[src/wrq_pkg.sv]
// weighted running quantile: shared types and constants
// payload structs for the command and result words, multiplier operand select
// no dependencies
`timescale 1ns / 1ps
`default_nettype none

package wrq_pkg;

  localparam int unsigned VALUE_BITS   = 32;
  localparam int unsigned WEIGHT_BITS  = 16;
  localparam int unsigned PCT_BITS     = 14;
  localparam int unsigned COUNT_BITS   = 9;
  localparam int unsigned DEF_CAPACITY = 256;

  localparam logic [PCT_BITS-1:0] PCT_RESET  = 14'd5000;
  localparam logic [PCT_BITS-1:0] FULL_SCALE = 14'd10000;

  localparam logic OP_INSERT = 1'b0;
  localparam logic OP_CLEAR  = 1'b1;

  typedef struct packed {
    logic                          opcode;
    logic signed [VALUE_BITS-1:0]  sample_value;
    logic        [WEIGHT_BITS-1:0] sample_weight;
  } req_t;

  typedef struct packed {
    logic signed [VALUE_BITS-1:0] quantile_value;
    logic        [COUNT_BITS-1:0] entry_count;
    logic                         insert_dropped;
  } res_t;

  typedef enum logic [1:0] {
    MUL_GOAL = 2'b01,
    MUL_CUM  = 2'b10
  } mul_sel_e;

endpackage

`default_nettype wire

[src/wrq_mul_cmp.sv]
// weighted running quantile: shared multiply and compare unit
// forms percentile * total once per insert, then cum * full scale per scan step
// depends on wrq_pkg
`timescale 1ns / 1ps
`default_nettype none

module wrq_mul_cmp #(
  parameter int unsigned SumW = 25
) (
  input  wrq_pkg::mul_sel_e                     sel_i,
  input  logic [wrq_pkg::PCT_BITS-1:0]          pct_i,
  input  logic [SumW-1:0]                       total_i,
  input  logic [SumW-1:0]                       cum_i,
  input  logic [SumW+wrq_pkg::PCT_BITS-1:0]     goal_i,
  output logic [SumW+wrq_pkg::PCT_BITS-1:0]     prod_o,
  output logic                                  ge_o
);
  import wrq_pkg::*;

  localparam int unsigned ProdW = SumW + PCT_BITS;

  logic [SumW-1:0]     op_a;
  logic [PCT_BITS-1:0] op_b;

  always_comb begin
    unique case (sel_i)
      MUL_GOAL: begin
        op_a = total_i;
        op_b = pct_i;
      end
      MUL_CUM: begin
        op_a = cum_i;
        op_b = FULL_SCALE;
      end
      default: begin
        op_a = cum_i;
        op_b = FULL_SCALE;
      end
    endcase
  end

  assign prod_o = ProdW'(op_a) * ProdW'(op_b);
  assign ge_o   = (prod_o >= goal_i);

endmodule

`default_nettype wire

[config.mk]
export PLATFORM = sky130hd
export DESIGN_NAME = wrq_mul_cmp
export DESIGN_NICKNAME = d
export VERILOG_FILES = /design/src/wrq_pkg.sv /design/src/wrq_mul_cmp.sv
export SDC_FILE = /design/constraint.sdc
export NUM_CORES = 1
export LEC_CHECK = 0
export BUFFER_PORTS_ARGS = -buffer_cell sky130_fd_sc_hd__buf_2
export CORE_MARGIN = 2
export CORE_UTILIZATION = 50
export DETAILED_ROUTE_END_ITERATION = 8
export GPL_TIMING_DRIVEN = 1
export PLACE_DENSITY = 0.72
export REMOVE_ABC_BUFFERS = 1
export SLEW_MARGIN = 5
export SYNTH_ARGS = -nofsm -noshare
export SYNTH_HDL_FRONTEND = slang
export SYNTH_SLANG_ARGS = --single-unit
[constraint.sdc]
create_clock -name vclk -period 21.7
set_clock_uncertainty 0.15 [all_clocks]
set_input_delay 3.255 -clock vclk [all_inputs]
set_output_delay 3.255 -clock vclk [all_outputs]
set_load 0.02 [all_outputs]
==> flow_metrics.env <==
export IMPL_outcome="finished, final reports clean"
export IMPL_port_buffers=145
export IMPL_num_vias=11000
export IMPL_tightestPinTransition_ns=1.17
export IMPL_die_area_sq_um=26800
export IMPL_placementRows=58
export IMPL_critPathKind="primary input to primary output"
export IMPL_num_fill_cells=2427
export IMPL_cp_data_arrival_time_ns=12.28
export IMPL_hold_path_class="primary input to primary output"
export IMPL_design_seq_count=0
export IMPL_core_sq_um=25100
export IMPL_place_inst=1956
export IMPL_drtIter0Drc=675
export IMPL_fp_dieH_um=164
export IMPL_highest_layer="met4"
export IMPL_ys_warn_count=0
export IMPL_place_gp_congestion=0.959
export IMPL_rsz0062_at_grt="no"
export IMPL_n_antenna_cell=0
export IMPL_max_freq_mhz=63.8
export IMPL_grt_max_degree=74
export IMPL_met3_length_um=2360
export IMPL_dr_pass1_iters=5
export IMPL_seq_area_sq_um=0
export IMPL_wl_per_cell_um=18.8
export IMPL_finalHoldViolCount=0
export IMPL_antenna_left=0
export IMPL_startpoint_type="primary input"
export IMPL_required_ns=18.30
export IMPL_synth_cells=1553
export IMPL_multiInputGateArea_sq_um=11200
export IMPL_drv_slew=0
export IMPL_grt_usage_pct=28.1
export IMPL_chipWidth_um=164
export IMPL_cpMostUsedCell="fa_1"
export IMPL_finalNetCount=2148
export IMPL_synth_seq_area_share_pct=0
export IMPL_fin_crit_sh_pct=72.3
export IMPL_layout_drive_gt1_share_pct=11.3
export IMPL_post_dp_hpwl_um=30800
export IMPL_post_cts_buffers=0
export IMPL_gr_total_overflow=0
export IMPL_critPathSlowestCell="and2_1"
export IMPL_ioPinCount=145
export IMPL_antenna_found_initial=1
export IMPL_routed_via_density=5.61
export IMPL_ctsHoldBuffers=0
export IMPL_worst_path_largest_cell_delay_ns=0.86
export IMPL_clkbuf_count=0
export IMPL_cp_end_kind="primary output"
export IMPL_fin_setup_tns_ns=0
export IMPL_whs_path_depth=4
export IMPL_dr_wl_met2_um=18800
export IMPL_start_util_pct=50.7
export IMPL_relSlewSlack_pct=22.0
export IMPL_fin_cells=1956
export IMPL_grt_pass1_wl_um=58400
export IMPL_postSynthAreaPerCell_sq_um=8.20
export IMPL_synthDistinctLibCells=61
export IMPL_drv_cap=0
export IMPL_crit_fanout=73
export IMPL_m1WireLength_um=13900
export IMPL_worst_slack_ns=6.02
export IMPL_finalCriticalPeriod_ns=15.68
export IMPL_finalSetupViolations=0
export IMPL_cts_resized=0
export IMPL_totalWireLength_um=36800
export IMPL_route_detailed_drc=0
export IMPL_area_growth_pct=7.08
export IMPL_grt_pass1_vias=11300
export IMPL_place_ws_ns=6.13
export IMPL_syn_area_sq_um=12700
export IMPL_fin_util_pct=54.3
## critical path: cells and delay by family
kind,cells,cell delay (ns)
buf+inv,9,1.57
xor+xnor,1,0.19
simple gates,9,2.29
compound gates,9,1.48
fa+ha+maj,8,3.47
## metal layers
metal / vias to the layer above / global-route usage [%]
li1: 4937 / -
met1: 5491 / 35.1
met2: 435 / 50.6
met3: 112 / 1.80
met4: 0 / 11.5
met5: - / 0
## worst paths after layout
kind,endpoint,from
min,prod_o[0],total_i[0]
max,ge_o,sel_i[0]
## area by class of cell
cell class / instances / area share (%)
timing repair buffer: 152 / 5.71
inverter: 322 / 8.87
tap: 330 / 3.03
multi-input combinational: 1152 / 82.4
## cells by family (layout without fill, tap and decap cells)
family / after synthesis / after routing / share of synthesized area [%]
simple gates: 523 / 523 / 18.8
mux: 22 / 22 / 1.73
buf+inv: 401 / 474 / 11.9
compound gates: 158 / 158 / 8.35
xor+xnor: 34 / 34 / 2.34
fa+ha+maj: 415 / 415 / 56.9
## stage by stage
step / area, sq um / hold slack, ns
2_1_floorplan: 12400 / 6.51
6_report: 13600 / 6.92
3_5_place_dp: 13600 / 6.93
3_3_place_gp: 13600 / 6.92
4_1_cts: 13600 / 6.93
5_1_grt: 13600 / 6.97
## layout by cell type (no fill, tap or decap), types with 3 or more instances in the layout
master and n:
or2_2 14, nand4_1 17, nor2_1 97, mux2i_1 22, inv_1 322, nand2_1 251, o21ai_2 3, a21oi_1 48
nor2b_1 4, a31oi_1 4, buf_4 7, nor3_1 5, a21o_1 39, o211ai_1 3, xor2_1 14, buf_2 145
o21ai_0 29, xnor2_1 20, nand2b_1 13, o21bai_1 4, and3_1 85, nand3_1 9, ha_1 142, fa_1 273
and2_1 14
## synth_stat cells (all sizes together) (2+ instances only)
cell | number | area (sq um)
or2 | 14 | 87.6
a21o | 40 | 302
and3 | 86 | 539
mux2i | 22 | 220
and2b | 2 | 15.0
o21bai | 4 | 30.0
o21ai | 32 | 171
o21a | 2 | 15.0
nand4 | 17 | 106
buf | 6 | 25.0
nand2 | 251 | 942
xnor2 | 20 | 175
o31ai | 2 | 20.0
clkbuf | 73 | 275
nor2b | 5 | 31.3
xor2 | 14 | 123
a21oi | 49 | 249
a211oi | 2 | 27.5
fa | 273 | 5470
and2 | 15 | 96.3
o22ai | 2 | 12.5
o211ai | 4 | 35.0
o311ai | 2 | 17.5
inv | 322 | 1210
nor3 | 5 | 25.0
nand3 | 9 | 45.0
a31oi | 5 | 37.5
a21boi | 3 | 26.3
nand2b | 14 | 87.6
or3 | 3 | 20.0
ha | 142 | 1780
nor2 | 97 | 364
o41ai | 2 | 17.5
Power is not shown: default switching activity piles up to over one toggle a cycle in this logic, so the estimate is an artifact.
